<file path="src/sv/mpc_pkg.sv">
// ----------------------------------------------------------------------------
// mpc_pkg
// shared types and constants of the morse pulse classifier
// ----------------------------------------------------------------------------
`default_nettype none

package mpc_pkg;

	// symbol slots in the design and code fields on the result port
	localparam int MAX_SYMBOLS_DEF = 6;
	localparam int CODE_FIELDS     = 6;

	// configuration register widths and reset values
	localparam int DIT_W = 11;
	localparam int TOL_W = 12;
	localparam int CFG_DATA_W = 12;
	localparam int CFG_IDX_W = 2;
	localparam logic [DIT_W-1:0] DIT_RESET = 11'd80;
	localparam logic [TOL_W-1:0] TOL_RESET = 12'd80;
	localparam logic             GAP_EN_RESET = 1'b1;

	// input action codes
	typedef enum logic {
		ACT_PULSE  = 1'b0,
		ACT_FINISH = 1'b1
	} action_t;

	// symbol codes
	typedef enum logic [1:0] {
		SYM_NONE = 2'd0,
		SYM_DIT  = 2'd1,
		SYM_DAH  = 2'd3
	} sym_t;

	// configuration register indexes
	typedef enum logic [CFG_IDX_W-1:0] {
		REG_DIT_TIME  = 2'd0,
		REG_WIDTH_TOL = 2'd1,
		REG_GAP_EN    = 2'd2
	} cfg_reg_t;

	// verdict on one pulse
	typedef struct packed {
		logic bad;
		sym_t code;
	} pulse_class_t;

endpackage

`default_nettype wire

</file>
<file path="src/sv/mpc_classify.sv">
// ----------------------------------------------------------------------------
// mpc_classify
// gap check and dit/dah width match for one keying pulse
// ----------------------------------------------------------------------------
`default_nettype none

module mpc_classify
	import mpc_pkg::*;
(
	input  wire logic [DIT_W-1:0] dit_time,
	input  wire logic [TOL_W-1:0] width_tolerance,
	input  wire logic             gap_check,
	input  wire logic [31:0]      start_time,
	input  wire logic [31:0]      stop_time,
	input  wire logic [31:0]      prev_stop,
	output pulse_class_t          verdict
);

	// |w - nom| < tol, exact over 33 bits
	function automatic logic near(input logic [31:0] w, input logic [12:0] nom,
		input logic [TOL_W-1:0] tol);
		logic [32:0] d;
		logic [32:0] mag;
		begin
			d = {1'b0, w} - {20'b0, nom};
			mag = d[32] ? ({20'b0, nom} - {1'b0, w}) : d;
			return mag < {21'b0, tol};
		end
	endfunction

	logic [12:0] dah;
	logic [31:0] width;
	logic [31:0] gap;
	logic [9:0]  gap_lo;
	logic [11:0] gap_hi;
	logic        gap_bad;

	assign dah    = {2'b0, dit_time} + {1'b0, dit_time, 1'b0};
	assign width  = stop_time - start_time;
	assign gap    = start_time - prev_stop;
	assign gap_lo = dit_time[DIT_W-1:1];
	assign gap_hi = dah[12:1];
	assign gap_bad = gap_check && !(gap > {22'b0, gap_lo} && gap < {20'b0, gap_hi});

	always_comb begin
		verdict.bad  = 1'b0;
		verdict.code = SYM_NONE;
		if (gap_bad) begin
			verdict.bad = 1'b1;
		end else if (near(width, dah, width_tolerance)) begin
			verdict.code = SYM_DAH;
		end else if (near(width, {2'b0, dit_time}, width_tolerance)) begin
			verdict.code = SYM_DIT;
		end else begin
			verdict.bad = 1'b1;
		end
	end

endmodule

`default_nettype wire

</file>
<file path="src/sv/morse_pulse_classifier.sv">
// ----------------------------------------------------------------------------
// morse_pulse_classifier
// classifies timed keying pulses as dit or dah and reports one character
// ----------------------------------------------------------------------------
// a finish request is held in the input register and then loads the result
//   register, which raises out_valid
// throughput: one request per cycle; in_stall rises only while a finish request
//   waits behind a result that the output side has not taken
// reset: arst_n clears the character state, the input and result valid flags and
//   restores dit_time 80, width_tolerance 80, gap_check_enable 1
`default_nettype none

module morse_pulse_classifier
	import mpc_pkg::*;
#(
	parameter int MAX_SYMBOLS = MAX_SYMBOLS_DEF
)(
	input  wire logic                  clk,
	input  wire logic                  arst_n,
	// pulse / finish requests
	input  wire logic                  in_valid,
	output logic                       in_stall,
	input  wire logic                  action,
	input  wire logic [31:0]           start_time,
	input  wire logic [31:0]           stop_time,
	// character results
	output logic                       out_valid,
	input  wire logic                  out_stall,
	output logic [1:0]                 code_0,
	output logic [1:0]                 code_1,
	output logic [1:0]                 code_2,
	output logic [1:0]                 code_3,
	output logic [1:0]                 code_4,
	output logic [1:0]                 code_5,
	output logic [2:0]                 pulse_count,
	output logic                       decode_ok,
	// register writes
	input  wire logic                  cfg_valid,
	output logic                       cfg_ready,
	input  wire logic [CFG_IDX_W-1:0]  cfg_index,
	input  wire logic [CFG_DATA_W-1:0] cfg_data
);

	localparam int CNT_W = $clog2(MAX_SYMBOLS + 1);

	// configuration registers
	logic [DIT_W-1:0] dit_q;
	logic [TOL_W-1:0] tol_q;
	logic             gap_en_q;

	// input register
	logic             valid_s1;
	action_t          action_s1;
	logic [31:0]      start_s1;
	logic [31:0]      stop_s1;

	// character state
	sym_t             sym_q [MAX_SYMBOLS];
	logic [CNT_W-1:0] cnt_q;
	logic             err_q;
	logic [31:0]      prev_stop_q;

	// result register
	logic             out_valid_q;
	sym_t             code_q [CODE_FIELDS];
	logic [2:0]       count_q;
	logic             ok_q;

	logic             in_take;
	logic             go_s1;
	logic             pulse_go;
	logic             finish_go;
	logic             slots_full;
	logic             err_next;
	logic [CNT_W+2:0] cnt_ext;
	logic [2:0]       count_sat;
	sym_t             code_next [CODE_FIELDS];
	pulse_class_t     verdict;

	// --------------------------------------------------------------------
	// register writes, taken every cycle
	// --------------------------------------------------------------------
	assign cfg_ready = 1'b1;

	always_ff @(posedge clk or negedge arst_n) begin
		if (!arst_n) begin
			dit_q    <= DIT_RESET;
			tol_q    <= TOL_RESET;
			gap_en_q <= GAP_EN_RESET;
		end else if (cfg_valid && cfg_ready) begin
			unique case (cfg_reg_t'(cfg_index))
				REG_DIT_TIME:  dit_q    <= cfg_data[DIT_W-1:0];
				REG_WIDTH_TOL: tol_q    <= cfg_data[TOL_W-1:0];
				REG_GAP_EN:    gap_en_q <= cfg_data[0];
				default: ;
			endcase
		end
	end

	// --------------------------------------------------------------------
	// input register: a pulse always moves on, a finish waits for the
	// result register to be free or drained in the same cycle
	// --------------------------------------------------------------------
	assign go_s1     = valid_s1 && (action_s1 == ACT_PULSE || !out_valid_q || !out_stall);
	assign pulse_go  = go_s1 && action_s1 == ACT_PULSE;
	assign finish_go = go_s1 && action_s1 == ACT_FINISH;
	assign in_stall  = valid_s1 && !go_s1;
	assign in_take   = in_valid && !in_stall;

	always_ff @(posedge clk or negedge arst_n) begin
		if (!arst_n) begin
			valid_s1 <= 1'b0;
		end else if (in_take) begin
			valid_s1 <= 1'b1;
		end else if (go_s1) begin
			valid_s1 <= 1'b0;
		end
	end

	always_ff @(posedge clk) begin
		if (in_take) begin
			action_s1 <= action_t'(action);
			start_s1  <= start_time;
			stop_s1   <= stop_time;
		end
	end

	// --------------------------------------------------------------------
	// pulse verdict; the first pulse of a character skips the gap check
	// --------------------------------------------------------------------
	mpc_classify u_classify (
		.dit_time        (dit_q),
		.width_tolerance (tol_q),
		.gap_check       (gap_en_q && cnt_q != '0),
		.start_time      (start_s1),
		.stop_time       (stop_s1),
		.prev_stop       (prev_stop_q),
		.verdict         (verdict)
	);

	assign slots_full = cnt_q >= CNT_W'(MAX_SYMBOLS);
	// an extra pulse sets the error without a verdict of its own
	assign err_next   = err_q || slots_full || verdict.bad;

	// --------------------------------------------------------------------
	// character state: symbols freeze at the first error, a finish clears
	// --------------------------------------------------------------------
	always_ff @(posedge clk or negedge arst_n) begin
		if (!arst_n) begin
			for (int i = 0; i < MAX_SYMBOLS; i++) begin
				sym_q[i] <= SYM_NONE;
			end
			cnt_q       <= '0;
			err_q       <= 1'b0;
			prev_stop_q <= '0;
		end else if (finish_go) begin
			for (int i = 0; i < MAX_SYMBOLS; i++) begin
				sym_q[i] <= SYM_NONE;
			end
			cnt_q       <= '0;
			err_q       <= 1'b0;
			prev_stop_q <= '0;
		end else if (pulse_go) begin
			prev_stop_q <= stop_s1;
			err_q       <= err_next;
			if (!slots_full) begin
				cnt_q <= cnt_q + CNT_W'(1);
				for (int i = 0; i < MAX_SYMBOLS; i++) begin
					if (!err_next && cnt_q == CNT_W'(i)) begin
						sym_q[i] <= verdict.code;
					end
				end
			end
		end
	end

	// --------------------------------------------------------------------
	// result fields; slots beyond the symbol store read as none
	// --------------------------------------------------------------------
	for (genvar k = 0; k < CODE_FIELDS; k++) begin : g_code
		if (k < MAX_SYMBOLS) begin : g_slot
			assign code_next[k] = sym_q[k];
		end else begin : g_empty
			assign code_next[k] = SYM_NONE;
		end
	end

	// count saturates at the field's top value
	assign cnt_ext   = (CNT_W+3)'(cnt_q);
	assign count_sat = (cnt_ext > (CNT_W+3)'(7)) ? 3'd7 : cnt_ext[2:0];

	always_ff @(posedge clk or negedge arst_n) begin
		if (!arst_n) begin
			out_valid_q <= 1'b0;
		end else if (finish_go) begin
			out_valid_q <= 1'b1;
		end else if (!out_stall) begin
			out_valid_q <= 1'b0;
		end
	end

	always_ff @(posedge clk) begin
		if (finish_go) begin
			for (int k = 0; k < CODE_FIELDS; k++) begin
				code_q[k] <= code_next[k];
			end
			count_q <= count_sat;
			ok_q    <= !err_q;
		end
	end

	assign out_valid   = out_valid_q;
	assign code_0      = code_q[0];
	assign code_1      = code_q[1];
	assign code_2      = code_q[2];
	assign code_3      = code_q[3];
	assign code_4      = code_q[4];
	assign code_5      = code_q[5];
	assign pulse_count = count_q;
	assign decode_ok   = ok_q;

	// --------------------------------------------------------------------
	// checks
	// --------------------------------------------------------------------
	// the pulse count never runs past the symbol store
	a_cnt_bound: assert property (@(posedge clk) disable iff (!arst_n)
		cnt_q <= CNT_W'(MAX_SYMBOLS))
		else $error("pulse count beyond symbol store");

	// a finish leaves an empty character behind
	a_finish_clears: assert property (@(posedge clk) disable iff (!arst_n)
		finish_go |=> (cnt_q == '0 && !err_q && prev_stop_q == '0))
		else $error("character state not cleared after finish");

	// a new result only follows a finish request
	a_result_source: assert property (@(posedge clk) disable iff (!arst_n)
		$rose(out_valid_q) |-> $past(finish_go))
		else $error("result raised without a finish request");

	// a pulse request is never held back
	a_pulse_flows: assert property (@(posedge clk) disable iff (!arst_n)
		(valid_s1 && action_s1 == ACT_PULSE) |-> !in_stall)
		else $error("pulse request stalled");

endmodule

`default_nettype wire

</file>
<file path="config.mk">
export PLATFORM = sky130hd
export DESIGN_NAME = morse_pulse_classifier
export DESIGN_NICKNAME = d
export VERILOG_FILES = /design/src/sv/mpc_pkg.sv /design/src/sv/mpc_classify.sv /design/src/sv/morse_pulse_classifier.sv
export SDC_FILE = /design/constraint.sdc
export NUM_CORES = 1
export LEC_CHECK = 0
export ABC_CLOCK_PERIOD_IN_PS = 19620
export BUFFER_PORTS_ARGS = -buffer_cell sky130_fd_sc_hd__buf_2
export CAP_MARGIN = 20
export CORE_AREA = 2 2 171 173
export CTS_BUF_LIST = sky130_fd_sc_hd__clkbuf_4
export DETAILED_ROUTE_END_ITERATION = 8
export DIE_AREA = 0 0 173 175
export PLACE_DENSITY_LB_ADDON = 0.15
export SYNTH_ARGS = -nofsm -noshare
export SYNTH_HDL_FRONTEND = slang
export SYNTH_SLANG_ARGS = --single-unit
</file>
<file path="constraint.sdc">
create_clock -name clk -period 19.62 [get_ports clk]
set_input_delay 1.962 -clock clk [delete_from_list [all_inputs] [get_ports clk]]
set_output_delay 1.962 -clock clk [all_outputs]
set_load 0.05 [all_outputs]
</file>
==> flow_results.xml, run 1 <==
<?xml version="1.0" encoding="UTF-8"?>
<metrics>
  <group name="die">
    <metric name="initial_util" unit="">0.493</metric>
    <metric name="i_o_pin_cnt" unit="">103</metric>
    <metric name="die_x" unit="µm">173</metric>
    <metric name="die_height" unit="µm">175</metric>
    <metric name="rows" unit="">62</metric>
    <metric name="design.die.area" unit="µm²">30300</metric>
    <metric name="fp.coreArea" unit="µm²">28400</metric>
  </group>
  <group name="critical_path">
    <metric name="critPathCaptureType" unit="">flop</metric>
    <metric name="worstSetupStartpoint" unit="">dit_q[1]</metric>
    <metric name="timing.critical_path.from_type" unit="">flop</metric>
    <metric name="critical_path.n_buffers_inverters" unit="">2</metric>
    <metric name="cp_peak_stage_delay" unit="ns">0.51</metric>
    <metric name="r2r-start" unit="">dit_q[1]</metric>
    <metric name="required" unit="ns">20.15</metric>
    <metric name="cp_max_fo" unit="">16</metric>
    <metric name="critPathTopFamily" unit="">compound AO/OA/AOI/OAI gates</metric>
    <metric name="crit_path_slowest_cell" unit="">nand3_1</metric>
    <metric name="crit_path_frequent_cell" unit="">a21oi_1</metric>
    <metric name="timing.critical_path.arrival" unit="ns">8.92</metric>
    <metric name="timing.setup.critical_path_class" unit="">flop to flop</metric>
  </group>
  <group name="sta">
    <metric name="max_freq" unit="GHz">0.119</metric>
    <metric name="final_critical_path_setup_slack" unit="ns">11.23</metric>
    <metric name="finalCriticalPeriod" unit="ns">8.39</metric>
    <metric name="timing_max_transition_violations_final" unit="">0</metric>
    <metric name="worst_slew_margin_rel" unit="">0.313</metric>
    <metric name="timing_hold_violations_final" unit="">0</metric>
    <metric name="final.setup_skew" unit="ns">0.0236</metric>
    <metric name="final-setup-viol-count" unit="">0</metric>
    <metric name="layout_worst_path_cycle_share" unit="">0.427</metric>
    <metric name="rsz0062_at_grt" unit="">no</metric>
    <metric name="totalNegativeSetupSlack" unit="ns">0</metric>
    <metric name="timing_worst_slew_pin_value" unit="ns">1.03</metric>
  </group>
  <group name="route">
    <metric name="detail_route.drc_violations" unit="">0</metric>
    <metric name="vias" unit="">12204</metric>
    <metric name="detailedRoute.firstPassIterationCount" unit="">5</metric>
    <metric name="ant_nets" unit="">0</metric>
    <metric name="dr.first_iter.drc_count" unit="">925</metric>
    <metric name="route.final.wire_length" unit="mm">39.2</metric>
    <metric name="wire_per_inst" unit="µm">19.0</metric>
    <metric name="average_vias_per_placed_instance" unit="">5.92</metric>
  </group>
  <group name="yosys">
    <metric name="postSynth.asyncResetShare" unit="">0.477</metric>
    <metric name="total_number_of_yosys_warnings" unit="">0</metric>
    <metric name="yosysSeqAreaShare" unit="">0.306</metric>
    <metric name="syn_inst" unit="">1584</metric>
    <metric name="synth_area_per_cell" unit="µm²">8.84</metric>
    <metric name="synth_largest_area_cell" unit="">edfxtp_1</metric>
    <metric name="yosysTopAreaCellShare" unit="">0.174</metric>
    <metric name="cell_area_after_synthesis" unit="µm²">14000</metric>
    <metric name="synth.lib_cells_used.distinct" unit="">102</metric>
    <metric name="synth-edff-count" unit="">81</metric>
    <metric name="yosys-top-cells-area" unit="">edfxtp_1 (17%), ha_1 (15%), dfrtp_1 (12%)</metric>
    <metric name="ys_dominant_reg_cell" unit="">edfxtp_1</metric>
    <metric name="synth.ff_latch_count" unit="">155</metric>
    <metric name="postSynthNetCount" unit="">1839</metric>
  </group>
  <group name="clock_tree">
    <metric name="cts-root-buf" unit="">clkbuf_4</metric>
    <metric name="tritoncts" unit="">done</metric>
    <metric name="tritoncts_buffer_count" unit="">17</metric>
    <metric name="worstSkewPairLatency" unit="ns">0.64</metric>
    <metric name="h-tree-depth" unit="">4</metric>
    <metric name="max-clock-path-buffers" unit="">2</metric>
    <metric name="post_cts_resized" unit="">0</metric>
    <metric name="postCtsSetupRepairBufs" unit="">0</metric>
    <metric name="clock_slew_at_the_register_clock_pins_of_the_worst_setup_and_hold_paths" unit="ns">0.14</metric>
    <metric name="tritoncts_num_sinks" unit="">155</metric>
    <metric name="hold_buffers" unit="">0</metric>
  </group>
  <group name="run">
    <metric name="maxCapViolCount" unit="">0</metric>
  </group>
  <group name="layout">
    <metric name="most-common-layout-cells" unit="">ha_1 (164), inv_1 (158), a21oi_1 (128), o21ai_0 (111), nand2_1 (106)</metric>
    <metric name="design.final.nets" unit="">1918</metric>
    <metric name="mostFrequentLayoutCell" unit="">ha_1</metric>
    <metric name="post_route_cells_drive_above_1_share" unit="">0.130</metric>
    <metric name="area_growth_syn_to_layout" unit="%">8.50</metric>
    <metric name="layout.cells.non_filler" unit="">2062</metric>
  </group>
  <group name="pwr">
    <metric name="power_per_cell_area" unit="nW/µm²">104</metric>
    <metric name="totalPowerFinal" unit="mW">1.57</metric>
    <metric name="leakagePower" unit="nW">6.72</metric>
    <metric name="irDropWorstVdd" unit="V">0.000103</metric>
  </group>
  <group name="place">
    <metric name="place.port_buffers" unit="">101</metric>
    <metric name="gp_routability_congestion" unit="">0.928</metric>
    <metric name="post-place-ws" unit="ns">11.36</metric>
    <metric name="post-dp-hpwl" unit="mm">31.6</metric>
    <metric name="numPlacedInstances" unit="">2026</metric>
  </group>
  <group name="grt">
    <metric name="maximum_number_of_pins_on_one_net_before_global_route_repair" unit="">75</metric>
    <metric name="antenna_found_initial" unit="">2</metric>
    <metric name="first_global_vias" unit="">11535</metric>
    <metric name="wire_length_of_the_first_global_routing_pass" unit="mm">62.4</metric>
    <metric name="globalRouteOverflowTotal" unit="">0</metric>
    <metric name="grtUsageTotal" unit="">0.261</metric>
  </group>
  <group name="outcome">
    <metric name="run_status" unit="">finished clean</metric>
  </group>
  <group name="min_path">
    <metric name="worst_hold_start" unit="">code_next[3]</metric>
    <metric name="hold_path.class" unit="">flop to flop</metric>
  </group>
</metrics>
==> report_power, final <==
part / switching [mW] / leakage (nW) / internal [mW]
logic: 0.587 / 4.84 / 0.378
registers: 0.0211 / 1.73 / 0.375
clock network: 0.125 / 0.163 / 0.0886
total: 0.732 / 6.72 / 0.842
==> through the flow <==
stage / cell area, µm² / util / hold slack, ns
2_1_floorplan: 14000 / - / 0.417
3_3_place_gp: 14800 / 0.523 / 0.424
3_5_place_dp: 14800 / 0.523 / 0.429
4_1_cts: 15100 / 0.533 / 0.453
5_1_grt: 15200 / 0.535 / 0.473
6_report: 15200 / 0.535 / 0.459
==> Yosys cell counts, types with 6 or more instances <==
cell and count:
nor2b_1 15, mux2i_1 13, nand3_1 60, clkbuf_1 40, a31o_2 6, nor3b_1 7, fa_1 7, inv_1 158
a31oi_1 15, a21boi_0 6, and2_1 16, and4_1 8, and3_1 12, a21o_1 51, nor4_1 16, or3_1 6
o22ai_1 8, dfrtp_1 69, buf_2 6, o21bai_1 12, xnor2_1 33, nor3_1 36, nor2_1 80, ha_1 164
nand4_1 22, o31ai_1 12, mux2_2 19, o21ai_0 111, o21ai_1 9, a211o_1 6, nand3b_1 9, nand2_1 106
a21oi_1 128, a211oi_1 13, edfxtp_1 81, o21a_1 23, nand2b_1 20, xor2_1 31, o211ai_1 16, o2111ai_1 10
==> area by class of cell <==
type | instances | area [µm²]
tap | 384 | 480
inverter | 158 | 593
fill | 2680 | 13200
antenna | 2 | 5.00
multi-input combinational | 1221 | 8920
timing repair buffer | 110 | 608
clock buffer | 17 | 128
sequential | 155 | 4290
clock inverter | 15 | 170
==> cell families (layout without fill, tap and decap cells) <==
family | Yosys count | after routing | synth area share
other | 1 | 3 | 0.000268
AOI/OAI and AO/OA | 498 | 498 | 0.237
and+or+nand+nor | 443 | 443 | 0.167
xor gates and xnor gates | 67 | 67 | 0.0435
adders and majority gates | 174 | 174 | 0.159
muxes | 38 | 38 | 0.0305
buffers and inverters | 208 | 300 | 0.0576
DFF | 155 | 155 | 0.306
==> state kept, by name, summed over array words and instances, names as in the netlist <==
signal and count:
out_valid 1, prev_stop_q 32, tol_q 12, cnt_q 3, start_s1 32, err_q 1, pulse_count 3, gap_en_q 1
dit_q 11, stop_s1 32, valid_s1 1, decode_ok 1, code_q 12, code_next 12, action_s1 1
==> worst register-to-register path: cells and delay by family (launching register included) <==
family	cells	cell delay (ns)
adder cells (fa/ha/maj)	5	1.64
AND/OR/NAND/NOR	7	1.69
multiplexers	1	0.32
XOR/XNOR	2	0.38
AO/OA/AOI/OAI	17	3.57
flip-flops	1	0.50
buffers and inverters	2	0.17
==> path summary, 6_finish.rpt <==
path / slack (ns) / end / cells past startpoint
setup / recovery: 11.23 / code_next[11] / 34
hold / removal: 0.46 / code_q[4][1] / 0
setup reg to reg: 11.23 / code_next[11] / 34
hold reg to reg: 0.46 / code_q[4][1] / 0
max in group asynchronous: 17.66 / dit_q[6] / 2
min in group asynchronous: 1.28 / tol_q[0] / 1
==> routing by layer <==
metal / routed length [µm] / vias to the layer above / global-route usage
met5: 0 / - / 0
met4: 725 / 0 / 0.0724
met3: 2210 / 51 / 0.0446
met2: 16700 / 401 / 0.391
met1: 19600 / 5752 / 0.386
li1: - / 6000 / -
(Power assumes the default switching activity.)
==> run 2, diff against run 1 <==
ABC_CLOCK_PERIOD_IN_PS = 6800   (was 19620)
clock period = 6.8 ns   (was 19.62 ns; I/O delays follow)
==> run 2 against run 1 <==
Against the previous run:
- count of clock-buffer cells in the layout increased by 1
- register-to-register slack got worse by 11 ns
- clock power increased to 2.8 times the previous value
- largest power group unchanged
==> flow_results.xml, run 2 (synthesis gave the netlist of run 1 again) <==
<?xml version="1.0" encoding="UTF-8"?>
<metrics>
  <group name="outcome">
    <metric name="run_status" unit="">finished clean</metric>
  </group>
  <group name="die">
    <metric name="design.die.area" unit="µm²">30300</metric>
    <metric name="initial_util" unit="">0.493</metric>
    <metric name="die_x" unit="µm">173</metric>
    <metric name="i_o_pin_cnt" unit="">103</metric>
    <metric name="rows" unit="">62</metric>
    <metric name="fp.coreArea" unit="µm²">28400</metric>
    <metric name="die_height" unit="µm">175</metric>
  </group>
  <group name="route">
    <metric name="dr.first_iter.drc_count" unit="">912</metric>
    <metric name="route.final.wire_length" unit="mm">40.4</metric>
    <metric name="detailedRoute.firstPassIterationCount" unit="">5</metric>
    <metric name="vias" unit="">12807</metric>
    <metric name="average_vias_per_placed_instance" unit="">5.76</metric>
    <metric name="wire_per_inst" unit="µm">18.2</metric>
    <metric name="detail_route.drc_violations" unit="">0</metric>
    <metric name="ant_nets" unit="">0</metric>
  </group>
  <group name="pwr">
    <metric name="power.share.switching" unit="">0.454</metric>
    <metric name="irDropWorstVdd" unit="V">0.000235</metric>
    <metric name="leakagePower" unit="nW">7.57</metric>
    <metric name="power_per_cell_area" unit="nW/µm²">306</metric>
    <metric name="clkPwrFrac" unit="">0.115</metric>
    <metric name="sequentialPowerShare" unit="">0.223</metric>
    <metric name="p_sw" unit="mW">2.33</metric>
    <metric name="combPwrFrac" unit="">0.662</metric>
    <metric name="power.internal" unit="mW">2.80</metric>
  </group>
  <group name="critical_path">
    <metric name="crit_path_frequent_cell" unit="">a21o_1</metric>
    <metric name="timing.critical_path.arrival" unit="ns">7.02</metric>
    <metric name="timing.setup.critical_path_class" unit="">flop to flop</metric>
    <metric name="crit_path_slowest_cell" unit="">dfrtp_1</metric>
    <metric name="critPathCaptureType" unit="">flop</metric>
    <metric name="required" unit="ns">7.30</metric>
    <metric name="cp_max_fo" unit="">7</metric>
    <metric name="cp_peak_stage_delay" unit="ns">0.45</metric>
    <metric name="timing.critical_path.from_type" unit="">flop</metric>
  </group>
  <group name="sta">
    <metric name="max_freq" unit="GHz">0.153</metric>
    <metric name="timing_hold_violations_final" unit="">0</metric>
    <metric name="layout_worst_path_cycle_share" unit="">0.959</metric>
    <metric name="final_critical_path_setup_slack" unit="ns">0.281</metric>
    <metric name="final-setup-viol-count" unit="">0</metric>
    <metric name="finalCriticalPeriod" unit="ns">6.52</metric>
    <metric name="timing_max_transition_violations_final" unit="">0</metric>
    <metric name="final.setup_skew" unit="ns">0.0200</metric>
    <metric name="rsz0062_at_grt" unit="">yes</metric>
    <metric name="hold_ws" unit="ns">0.00203</metric>
    <metric name="timing_worst_slew_pin_value" unit="ns">0.819</metric>
    <metric name="worst_slew_margin_rel" unit="">0.449</metric>
  </group>
  <group name="grt">
    <metric name="antenna_found_initial" unit="">2</metric>
    <metric name="globalRouteOverflowTotal" unit="">0</metric>
    <metric name="first_global_vias" unit="">12194</metric>
    <metric name="maximum_number_of_pins_on_one_net_before_global_route_repair" unit="">75</metric>
    <metric name="wire_length_of_the_first_global_routing_pass" unit="mm">64.3</metric>
    <metric name="grtUsageTotal" unit="">0.267</metric>
  </group>
  <group name="min_path">
    <metric name="hold_path.class" unit="">input pin to asynchronous set/reset pin</metric>
  </group>
  <group name="clock_tree">
    <metric name="max-clock-path-buffers" unit="">2</metric>
    <metric name="tritoncts_num_sinks" unit="">155</metric>
    <metric name="worstSkewPairLatency" unit="ns">0.62</metric>
    <metric name="cts-root-buf" unit="">clkbuf_4</metric>
    <metric name="tritoncts" unit="">done</metric>
    <metric name="clock_slew_at_the_register_clock_pins_of_the_worst_setup_and_hold_paths" unit="ns">0.16</metric>
    <metric name="h-tree-depth" unit="">4</metric>
    <metric name="tritoncts_buffer_count" unit="">17</metric>
  </group>
  <group name="place">
    <metric name="place.port_buffers" unit="">101</metric>
    <metric name="post-dp-hpwl" unit="mm">32.7</metric>
    <metric name="post-place-ws" unit="ns">-0.220</metric>
    <metric name="gp_routability_congestion" unit="">0.953</metric>
  </group>
  <group name="layout">
    <metric name="utilization" unit="">0.591</metric>
    <metric name="post_route_cells_drive_above_1_share" unit="">0.241</metric>
    <metric name="mostFrequentLayoutCell" unit="">buf_4</metric>
    <metric name="design.final.nets" unit="">2080</metric>
    <metric name="most-common-layout-cells" unit="">buf_4 (164), ha_1 (156), inv_1 (155), a21oi_1 (123), o21ai_0 (105)</metric>
    <metric name="area_growth_syn_to_layout" unit="%">19.8</metric>
    <metric name="top_regs" unit="">prev_stop_q (32), start_s1 (32), stop_s1 (32)</metric>
  </group>
  <group name="run">
    <metric name="maxCapViolCount" unit="">0</metric>
  </group>
</metrics>
## run 2: layout make-up
class	count	area, µm²
antenna	2	5.00
clock buffer	18	135
clock inverter	14	153
fill	2617	11600
inverter	158	593
multi-input combinational	1221	9270
sequential	155	4290
tap	384	480
timing repair buffer	272	1850
## run 2: final timing paths
| check | from | depth (start not counted) | end | slack (ns) |
|---|---|---|---|---|
| min in group clk | start_time[1] | 1 | start_s1[1] | 0.23 |
| worst min register to register | code_next[3] | 0 | code_q[4][1] | 0.45 |
| worst max-delay path | dit_q[1] | 38 | code_next[1] | 0.28 |
| worst min-delay path | arst_n | 1 | tol_q[1] | 0.002 |
| worst max register to register | dit_q[1] | 38 | code_next[1] | 0.28 |
| max in group asynchronous | arst_n | 2 | dit_q[4] | 6.14 |
## run 2: routing by layer
metal  vias to the layer above  global-route usage  routed length [µm]
met1                      6048               0.392               19500
met3                        53              0.0394                2490
met4                         0              0.0703                 752
li1                       6311                   -                   -
met2                       395               0.411               17700
met5                         -                   0                   0
## run 2: timing repair
item / in CTS / in global routing
resized for setup: 24 / 59
setup buffers: 24 / 6
hold buffers: 0 / 0
pin swaps: 16 / 28
endpoints found under the setup margin: 12 / 13
gates cloned: 0 / 0
endpoints found under the hold margin: 0 / 0
## run 2: power groups by stage
stage          Combinational (mW)  Sequential, mW  Clock, mW
5_1_grt                      3.73            1.15      0.641
3_3_place_gp                 3.02            1.16          0
6_report                     3.40            1.14      0.590
4_1_cts                      3.18            1.14      0.607
2_1_floorplan                2.01            1.17          0
3_5_place_dp                 3.05            1.16          0
## run 2: through the flow
step	std cells	cell area [µm²]	setup TNS (ns)	total power, mW
floorplan	1584	14000	0	3.18
global placement	2159	15800	0	4.18
detailed placement	2159	15800	-1.22	4.21
CTS	2215	16400	0	4.93
global route	2224	16800	-0.397	5.52
finish	2224	16800	0	5.13
## run 2: worst max-delay path, delay by kind of cell, from the launching register on
kind                       cells  cell delay, ns
AOI/OAI and AO/OA             18            2.85
adders and majority gates      5            1.38
and+or+nand+nor                8            0.69
buffers and inverters          4            0.49
DFF                            1            0.45
muxes                          1            0.31
xor gates and xnor gates       2            0.25
